File: src/rtl/tcbh_ram.sv
module tcbh_ram #(
	parameter int WIDTH = 8,
	parameter int DEPTH = 16
) (
	input  logic                     clk,
	input  logic                     we,
	input  logic [$clog2(DEPTH)-1:0] waddr,
	input  logic [WIDTH-1:0]         wdata,
	input  logic [$clog2(DEPTH)-1:0] raddr,
	output logic [WIDTH-1:0]         rdata
);

	logic [WIDTH-1:0] mem [DEPTH];

	always_ff @(posedge clk) begin
		if (we) begin
			mem[waddr] <= wdata;
		end
		rdata <= mem[raddr];
	end

endmodule

File: config.mk
export PLATFORM = sky130hd
export DESIGN_NAME = tcbh_ram
export DESIGN_NICKNAME = d
export VERILOG_FILES = /design/src/rtl/tcbh_ram.sv
export SDC_FILE = /design/constraint.sdc
export NUM_CORES = 1
export LEC_CHECK = 0
export ABC_AREA = 1
export BUFFER_PORTS_ARGS = -buffer_cell sky130_fd_sc_hd__buf_2
export CAP_MARGIN = 0
export CORE_MARGIN = 2
export CORE_UTILIZATION = 60
export DETAILED_ROUTE_END_ITERATION = 7
export GPL_ROUTABILITY_DRIVEN = 0
export GPL_TIMING_DRIVEN = 0
export PLACE_DENSITY = 0.78
export SYNTH_ARGS = -nofsm -noshare
export SYNTH_HDL_FRONTEND = slang
export SYNTH_SLANG_ARGS = --single-unit
export TNS_END_PERCENT = 5
File: constraint.sdc
create_clock -name clk -period 1.6 [get_ports clk]
set_input_delay 0.32 -clock clk [delete_from_list [all_inputs] [get_ports clk]]
set_output_delay 0.32 -clock clk [all_outputs]
set_load 0.03 [all_outputs]
==> results.sh <==
export IMPL_fillers=622
export IMPL_wl_per_cell_um=18.9
export IMPL_synth_top_area_frac=0.667
export IMPL_finalSetupViolCount=0
export IMPL_grt_usage=0.286
export IMPL_timing_final_max_slew_violations=0
export IMPL_cp_data_required_time_ns=1.74
export IMPL_crit_chain="buf_2, nand3b_1, nor2_1"
export IMPL_slew_headroom=0.380
export IMPL_post_place_ws_ns=-0.189
export IMPL_viasPerCell=5.54
export IMPL_dp_hpwl_um=8700
export IMPL_wl_um=13800
export IMPL_cts_sinks=136
export IMPL_power_w=0.00844
export IMPL_met1_usage=0.403
export IMPL_worst_slack_ns=0.270
export IMPL_numCtsBuffers=17
export IMPL_final_min_clock_period_ns=1.33
export IMPL_postRouteAntennaNets=0
export IMPL_synth_warnings=0
export IMPL_fp_coreArea_um2=9280
export IMPL_start_util=0.621
export IMPL_grt_pass1_vias=3933
export IMPL_syn_nets=569
export IMPL_htreeDepth=4
export IMPL_min_period_over_period=0.831
export IMPL_post_cts_buffers=0
export IMPL_final_util=0.714
export IMPL_use_met3=0.0609
export IMPL_fp_dieH_um=102
export IMPL_io_buffers=22
export IMPL_criticalPathCategory="input port to register"
export IMPL_slowest_delay_ns=0.76
export IMPL_place_inst=702
export IMPL_insertion_delay_ns=0.52
export IMPL_cts_tree="yes"
export IMPL_multiInputGateArea_um2=1210
export IMPL_worst_pin_slew_ns=0.927
export IMPL_max_clock_path_buffers=2
export IMPL_drc_errors=0
export IMPL_firstDrtPassIters=5
export IMPL_leakagePower_nw=2.89
export IMPL_synth_distinct_cells=12
export IMPL_rsz0062_at_grt="false"
export IMPL_synth_cell_area_um2=5770
export IMPL_num_vias=4066
export IMPL_overflow=0
export IMPL_min_path_type="input port to register"
export IMPL_rows=35
export IMPL_powerDensity_nw_per_um2=1270
export IMPL_grt_use_met2=0.444
export IMPL_grt_first_pass_wirelength_um=21300
export IMPL_num_io_pins=26
export IMPL_cp_arrival_ns=1.47
export IMPL_ir_drop_uv=823
export IMPL_ys_ff_latch=136
export IMPL_antenna_cells=0
export IMPL_endpoint_kind="register"
export IMPL_cap_violations=0
export IMPL_grt_max_degree=17
export IMPL_cp_buffers_inverters=1
export IMPL_slowest_stage="nor2_1"
export IMPL_post_cts_resized=0
export IMPL_die_w_um=102
export IMPL_root_buffer="clkbuf_8"
export IMPL_max_freq_mhz=752
export IMPL_critPathMaxFanout=8
export IMPL_final_cells=734
export IMPL_nets=610
export IMPL_yosysTopAreaCell="edfxtp_1"
export IMPL_finalHoldViolCount=0
export IMPL_start_kind="input port"
export IMPL_seq_area_frac_synth=0.694
export IMPL_drive_gt1_frac=0.129
export IMPL_path_delay_family="simple AND/OR/NAND/NOR gates"
export IMPL_syn_to_final_growth_pct=15.0
export IMPL_ctsHoldBuffers=0
export IMPL_die_area_um2=10400
export IMPL_seq_area_um2=4000
export IMPL_grt_busiest_layer="met2"
export IMPL_antenna_found_initial=0
export IMPL_synth_cells=551
export IMPL_synth_avg_cell_area_um2=10.5
export IMPL_clk_pin_slew_ns=0.06
export IMPL_finalClockSkew_ns=0.00867
export IMPL_yosys_top_cells_area="edfxtp_1, nand2_1, nand3_1"
export IMPL_drtIter0Drc=463
export IMPL_status="finished, final reports clean"
## worst register-to-register path, stage by stage (launching register included)
cell      delay, ns
edfxtp_1       0.39
inv_1          0.08
nand2_1        0.06
nand3_1        0.12
nand3_1        0.10
nand3_1        0.10
nand2_1        0.07
## Yosys cell counts
cell type,n
nand2_1,173
nor2_1,17
dfxtp_1,8
inv_2,2
inv_1,100
edfxtp_1,128
nand3b_1,2
buf_6,6
buf_2,13
buf_4,4
buf_1,1
nand3_1,97
## cell type report
cell class | instances | share of cell area
buffer | 24 | 0.0251
clock buffer | 17 | 0.0625
clock inverter | 15 | 0.0268
inverter | 102 | 0.0577
multi-input combinational | 289 | 0.183
sequential | 136 | 0.604
tap | 129 | 0.0243
timing repair buffer | 22 | 0.0166
## flip-flops by register name, summed over array words and instances, names as in the netlist
name   flops
mem      128
rdata      8
## stage by stage
stage / hold slack (ns) / TNS [ns] / cell area [um2]
floorplan: 0.419 / 0 / 5770
global placement: 0.678 / -7.66 / 6040
detailed placement: 0.678 / -11.16 / 6040
CTS: 0.206 / 0 / 6630
global route: 0.216 / 0 / 6630
finish: 0.219 / 0 / 6630
## where the power goes
| part | internal, W | switching (W) |
|---|---|---|
| combinational | 0.000153 | 0.000410 |
| sequential | 0.00398 | 0.0000208 |
| clock | 0.00238 | 0.00150 |
## worst paths after layout
kind / start / end / slack, ns / cells after the start
worst max-delay path: waddr[3] / mem[7][5]$_DFFE_PP_ / 0.27 / 3
worst min-delay path: wdata[4] / mem[10][4]$_DFFE_PP_ / 0.22 / 1
worst max register to register: mem[10][4]$_DFFE_PP_ / rdata[4]$_DFF_P_ / 0.57 / 6
worst min register to register: mem[10][2]$_DFFE_PP_ / rdata[2]$_DFF_P_ / 0.71 / 6
## cells by family (layout without fill, tap and decap cells)
group / count (synthesis) / in the layout / share of synthesized area
AND/OR/NAND/NOR: 289 / 289 / 0.210
flip-flops: 136 / 136 / 0.694
buffers and inverters: 126 / 180 / 0.0952
## cell usage in the layout, fill, tap and decap left out, drive strengths merged
cell type | netlist | final
nand2 | 173 | 173
edfxtp | 128 | 128
inv | 102 | 104
nand3 | 97 | 97
buf | 24 | 46
nor2 | 17 | 17
clkbuf | 0 | 17
dfxtp | 8 | 8
clkinv | 0 | 6
clkinvlp | 0 | 4
bufinv | 0 | 3
nand3b | 2 | 2
## routing by layer
| layer | up-vias | share of wire |
|---|---|---|
| li1 | 1860 | - |
| met1 | 1943 | 0.42 |
| met2 | 231 | 0.47 |
| met3 | 32 | 0.082 |
| met4 | 0 | 0.026 |
| met5 | - | 0 |
Power figures use the tool's default switching activity.
