==> src/rtl/tcbh_pkg.sv <==
package tcbh_pkg;

	localparam int KEY_W     = 31;
	localparam int VAL_W     = 32;
	localparam int PAIR_W    = KEY_W + VAL_W;
	localparam int STAT_W    = 3;
	localparam int USED_W    = 10;
	localparam int CNTO_W    = 13;
	localparam int CAPO_W    = 11;
	localparam int LOAD_W    = 12;
	localparam int CFG_IDX_W = 2;
	localparam int CFG_W     = 12;

	localparam int INIT_CAP_RST = 16;
	localparam int LOAD_MAX_RST = 192;

	localparam logic [STAT_W-1:0] STAT_INSERTED  = 3'd0;
	localparam logic [STAT_W-1:0] STAT_DUPLICATE = 3'd1;
	localparam logic [STAT_W-1:0] STAT_REMOVED   = 3'd2;
	localparam logic [STAT_W-1:0] STAT_NOT_FOUND = 3'd3;
	localparam logic [STAT_W-1:0] STAT_FULL      = 3'd4;

	localparam logic [CFG_IDX_W-1:0] CFG_INIT_CAP = 2'd0;
	localparam logic [CFG_IDX_W-1:0] CFG_LOAD_MAX = 2'd1;

	localparam logic KIND_INSERT = 1'b0;
	localparam logic KIND_REMOVE = 1'b1;

	typedef enum logic [4:0] {
		ST_CLEAR,
		ST_IDLE,
		ST_DIV1,
		ST_DIV2,
		ST_RF1,
		ST_RF2,
		ST_RF3,
		ST_SCAN,
		ST_CMP,
		ST_SHIFT,
		ST_SHW,
		ST_PLACE,
		ST_LOAD,
		ST_GCLR,
		ST_GRF,
		ST_GRF2,
		ST_GNEXT,
		ST_GRD,
		ST_RESP
	} state_t;

	typedef struct packed {
		logic             start;
		logic [KEY_W-1:0] num;
	} div_req_t;

endpackage

==> src/rtl/tcbh_div.sv <==
module tcbh_div import tcbh_pkg::*; #(
	parameter int DEN_W = 11
) (
	input  logic             clk,
	input  logic             arst_n,
	input  div_req_t         req,
	input  logic [DEN_W-1:0] den,
	output logic             done,
	output logic [KEY_W-1:0] quo,
	output logic [DEN_W-1:0] rem
);

	localparam int CNT_W = $clog2(KEY_W);

	logic             busy_q;
	logic             done_q;
	logic [CNT_W-1:0] cnt_q;
	logic [KEY_W-1:0] num_q;
	logic [DEN_W-1:0] rem_q;
	logic [DEN_W-1:0] den_q;
	logic [DEN_W:0]   partial;
	logic [DEN_W:0]   diff;
	logic             ge;

	assign partial = {rem_q, num_q[KEY_W-1]};
	assign ge      = partial >= {1'b0, den_q};
	assign diff    = partial - {1'b0, den_q};

	always_ff @(posedge clk or negedge arst_n) begin
		if (!arst_n) begin
			busy_q <= 1'b0;
			done_q <= 1'b0;
			cnt_q  <= '0;
		end else begin
			done_q <= 1'b0;
			if (req.start) begin
				busy_q <= 1'b1;
				cnt_q  <= CNT_W'(KEY_W - 1);
			end else if (busy_q) begin
				if (cnt_q == '0) begin
					busy_q <= 1'b0;
					done_q <= 1'b1;
				end else begin
					cnt_q <= cnt_q - 1'b1;
				end
			end
		end
	end

	always_ff @(posedge clk) begin
		if (req.start) begin
			num_q <= req.num;
			rem_q <= '0;
			den_q <= den;
		end else if (busy_q) begin
			num_q <= {num_q[KEY_W-2:0], ge};
			rem_q <= ge ? diff[DEN_W-1:0] : partial[DEN_W-1:0];
		end
	end

	assign done = done_q;
	assign quo  = num_q;
	assign rem  = rem_q;

	property p_done_after_busy;
		@(posedge clk) disable iff (!arst_n) done_q |-> $past(busy_q);
	endproperty
	a_done_after_busy: assert property (p_done_after_busy)
		else $error("divider done without a running division");

	property p_rem_below_den;
		@(posedge clk) disable iff (!arst_n) done_q |-> (rem_q < den_q);
	endproperty
	a_rem_below_den: assert property (p_rem_below_den)
		else $error("divider remainder not below divisor");

	property p_no_restart;
		@(posedge clk) disable iff (!arst_n) busy_q |-> !req.start;
	endproperty
	a_no_restart: assert property (p_no_restart)
		else $error("divider restarted while busy");

endmodule
==> config.mk <==
export PLATFORM = sky130hd
export DESIGN_NAME = tcbh_div
export DESIGN_NICKNAME = d
export VERILOG_FILES = /design/src/rtl/tcbh_pkg.sv /design/src/rtl/tcbh_div.sv
export SDC_FILE = /design/constraint.sdc
export NUM_CORES = 1
export LEC_CHECK = 0
export BUFFER_PORTS_ARGS = -buffer_cell sky130_fd_sc_hd__buf_2
export CAP_MARGIN = 15
export CORE_MARGIN = 3
export CORE_UTILIZATION = 56
export CTS_CLUSTER_SIZE = 28
export DETAILED_ROUTE_END_ITERATION = 12
export GPL_TIMING_DRIVEN = 0
export PLACE_DENSITY = 0.91
export SYNTH_ARGS = -nofsm -noshare
export SYNTH_HDL_FRONTEND = slang
export SYNTH_SLANG_ARGS = --single-unit
==> constraint.sdc <==
create_clock -name clk -period 3.81 [get_ports clk]
set_input_delay 0.1905 -clock clk [delete_from_list [all_inputs] [get_ports clk]]
set_output_delay 0.1905 -clock clk [all_outputs]
set_load 0.01 [all_outputs]
==> flow_summary.ini <==
[timing]
finalHoldViolCount = 0
timing.final.setup_violations = 0
timing.final.crit_period_ps = 2460
finalMaxSlewViolations = 0
worst_hold_slack_ps = 24.2
worst_slew_margin_rel = 0.611
worst_slack_ps = 1350
setup_total_negative_slack_ps = 0
worst_slew_pin_tran_ps = 583
clock_skew_ps = 7.05
max_freq_ghz = 0.406
fin_crit_sh = 0.646
setup_repair_after_global_routing_missed_its_margin = false

[route]
via_count = 2296
detailed_route_drc_error_count = 0
final_antenna_net_count = 0
wl_per_cell_um = 16.2
drt-total-wl_um = 6810
avgViaCountPerCell = 5.45
number_of_violations_reported_at_the_end_of_detailed_routing_iteration_0 = 115
firstDrtPassIters = 4

[cells_and_area]
finish.utilization = 0.737
area.growth.synth_to_final_pct = 24.8
antenna-diode-count = 0
drive_above_1_share = 0.419
layout.area.seq_um2 = 1660
layout.filler_cells = 347
finish.net_count = 405
multiInputGateArea_um2 = 1310

[status]
outcome = complete, no violations

[clocking]
worst_skew_pair.late_latency_ps = 340
clock_tree.buffer_depth = 2
ctsRootBufferMaster = sky130_fd_sc_hd__clkbuf_8
cts.reportedPaths.clkPinSlew_ps = 70
h-tree-depth = 3
cts-buffers-inserted = 9
count_of_instances_resized_after_the_clock_tree_is_built = 0
clock_sink_count = 60
tritoncts_clock_tree = done

[logic_synthesis]
biggest_area_contributors_in_the_synthesized_netlist = sky130_fd_sc_hd__edfxtp_1 (41%), sky130_fd_sc_hd__mux2_2 (11%), sky130_fd_sc_hd__dfxtp_1 (7.1%)
synth_top_cell_area_share = 0.408
synthArstFlopShare = 0.117
post-synth-top-count-cell = sky130_fd_sc_hd__edfxtp_1
netlist_instances = 246
synthMuxAreaShare = 0.132
synth_cell_types = 52
synth_common_cells = sky130_fd_sc_hd__edfxtp_1 (42), sky130_fd_sc_hd__mux2_2 (31), sky130_fd_sc_hd__nor2_1 (18)
synth_enable_flop_cells = 42
synth.cell_area_um2 = 3090
synth-seq-area-share = 0.536
synth_warnings = 0
post-synth-top-area-cell = sky130_fd_sc_hd__edfxtp_1
syn-num-nets = 305
ys.flop_type = sky130_fd_sc_hd__edfxtp_1
synthSimpleGateAreaFrac = 0.106
yosys_register_bits = 60
avg_inst_size_synth_um2 = 12.6
synth_compound_area_frac = 0.107
adder_cell_share_of_the_synthesized_area = 0.0591
synth_xor_xnor_area_share = 0.0198
main_combinational_cell_family_by_area_after_synthesis = multiplexers

[min_path]
hold_class = input pin to flip-flop

[die]
die_y_um = 80.3
chipWidth_um = 80.3
die_area_um2 = 6450
placement_rows = 26
boundaryPins = 88
start_util = 0.590
coreArea_um2 = 5240

[global_routing]
number_of_global_route_vias_before_repair = 2400
first_pass_grt_wire_length_um = 11400
grt_ovf = 0
antenna_found_initial = 0
grt_start_max_net_pins = 23
grt_util_all_layers = 0.235

[worst_setup_path]
timing.critical_path.from_type = flip-flop
cpMaxStageDelayCell = sky130_fd_sc_hd__fa_1
crit_path_cell_trace = inv_1, ha_1, fa_1, nor2b_1, o31a_1, o21ai_2, o21ai_4, buf_6, mux2i_1, a211oi_2
cp-end-kind = flip-flop
critical_path_required_ps = 4010
cp_data_arrival_time_ps = 2660
critical_path.top_delay_family = compound AO/OA/AOI/OAI gates
crit_path_max_incr_delay_ps = 400
worst-path-max-fanout = 10
worst-setup-path-type = flip-flop to flip-flop
timing.critical_path.buf_inv = 2

[power]
design_power_total_mw = 2.42
power_leakage_nw = 1.69
power.density_nw_per_um2 = 628
peakVddDrop_v = 0.000331

[place]
hpwl_um = 5130
io_buffer_count = 87
preCtsSetupSlack_ps = 1410
gp_routability_congestion = 0.880

[run]
max_cap_viol_count = 0
-- where the power goes --
group	switching (mW)	internal, mW	total, mW
Sequential	0.0913	0.811	0.902
Combinational	0.482	0.429	0.911
Clock	0.245	0.365	0.610
-- registers in the layout, summed over array words and instances (netlist names) --
register	count
rem	11
quo	31
den_q	11
busy_q	1
done	1
cnt_q	5
-- path summary, 6_finish.rpt --
kind	start	to	slack (ps)	cells past startpoint
min in group asynchronous	arst_n	done	210	2
min reg2reg	cnt_q[4]	cnt_q[4]	530	2
max reg2reg	quo[30]	rem[8]	1350	10
min	den[10]	den_q[10]	20	1
max	quo[30]	rem[8]	1350	10
max in group asynchronous	arst_n	cnt_q[0]	3450	2
-- cell families after synthesis --
kind of cell	count (synthesis)
mux	37
buf+inv	28
fa+ha+maj	14
simple gates	57
flops	60
compound gates	43
xor+xnor	7
-- cell type report --
cell class                      instances  share of cell area
Sequential cell                        60               0.429
Multi-Input combinational cell        158               0.340
Timing Repair Buffer                   89               0.123
Clock buffer                           11              0.0340
Tap cell                               70              0.0227
Clock inverter                          5              0.0198
Inverter                               18              0.0175
Buffer                                 10              0.0139
-- metal layers --
| metal | global-route usage | part of all wire | up-vias |
|---|---|---|---|
| met4 | 0.110 | 0.026 | 0 |
| met5 | 0 | 0 | - |
| met1 | 0.296 | 0.43 | 1077 |
| met2 | 0.376 | 0.48 | 84 |
| li1 | - | - | 1116 |
| met3 | 0.0639 | 0.068 | 19 |
-- through the flow --
step           instances  cell area (um2)
6_report             421             3860
3_5_place_dp         404             3640
3_3_place_gp         403             3610
4_1_cts              421             3860
2_1_floorplan        246             3090
5_1_grt              421             3860
-- cells in the final DEF, fill, tap and decap left out, drive strengths merged, types with 2 or more instances in the layout --
| cell type | instances |
|---|---|
| xnor2 | 6 |
| o31a | 2 |
| inv | 18 |
| nand3b | 2 |
| clkinv | 3 |
| nor2b | 2 |
| o211ai | 3 |
| o22ai | 2 |
| nor4 | 2 |
| dfrtp | 7 |
| buf | 94 |
| nand2b | 6 |
| o21ai | 12 |
| ha | 13 |
| clkbuf | 15 |
| nand3 | 7 |
| nor2 | 18 |
| and2 | 2 |
| dfxtp | 11 |
| a21oi | 7 |
| o21a | 2 |
| bufinv | 2 |
| mux2 | 31 |
| nand2 | 10 |
| edfxtp | 42 |
| a311oi | 2 |
| a211oi | 7 |
| mux2i | 6 |
-- repair_timing --
action	4_1_cts	5_1_grt
endpoints found under the setup margin	0	0
hold buffers	1	0
hold endpoints to repair	7	0
buffers inserted	0	0
Power figures use the tool's default switching activity.
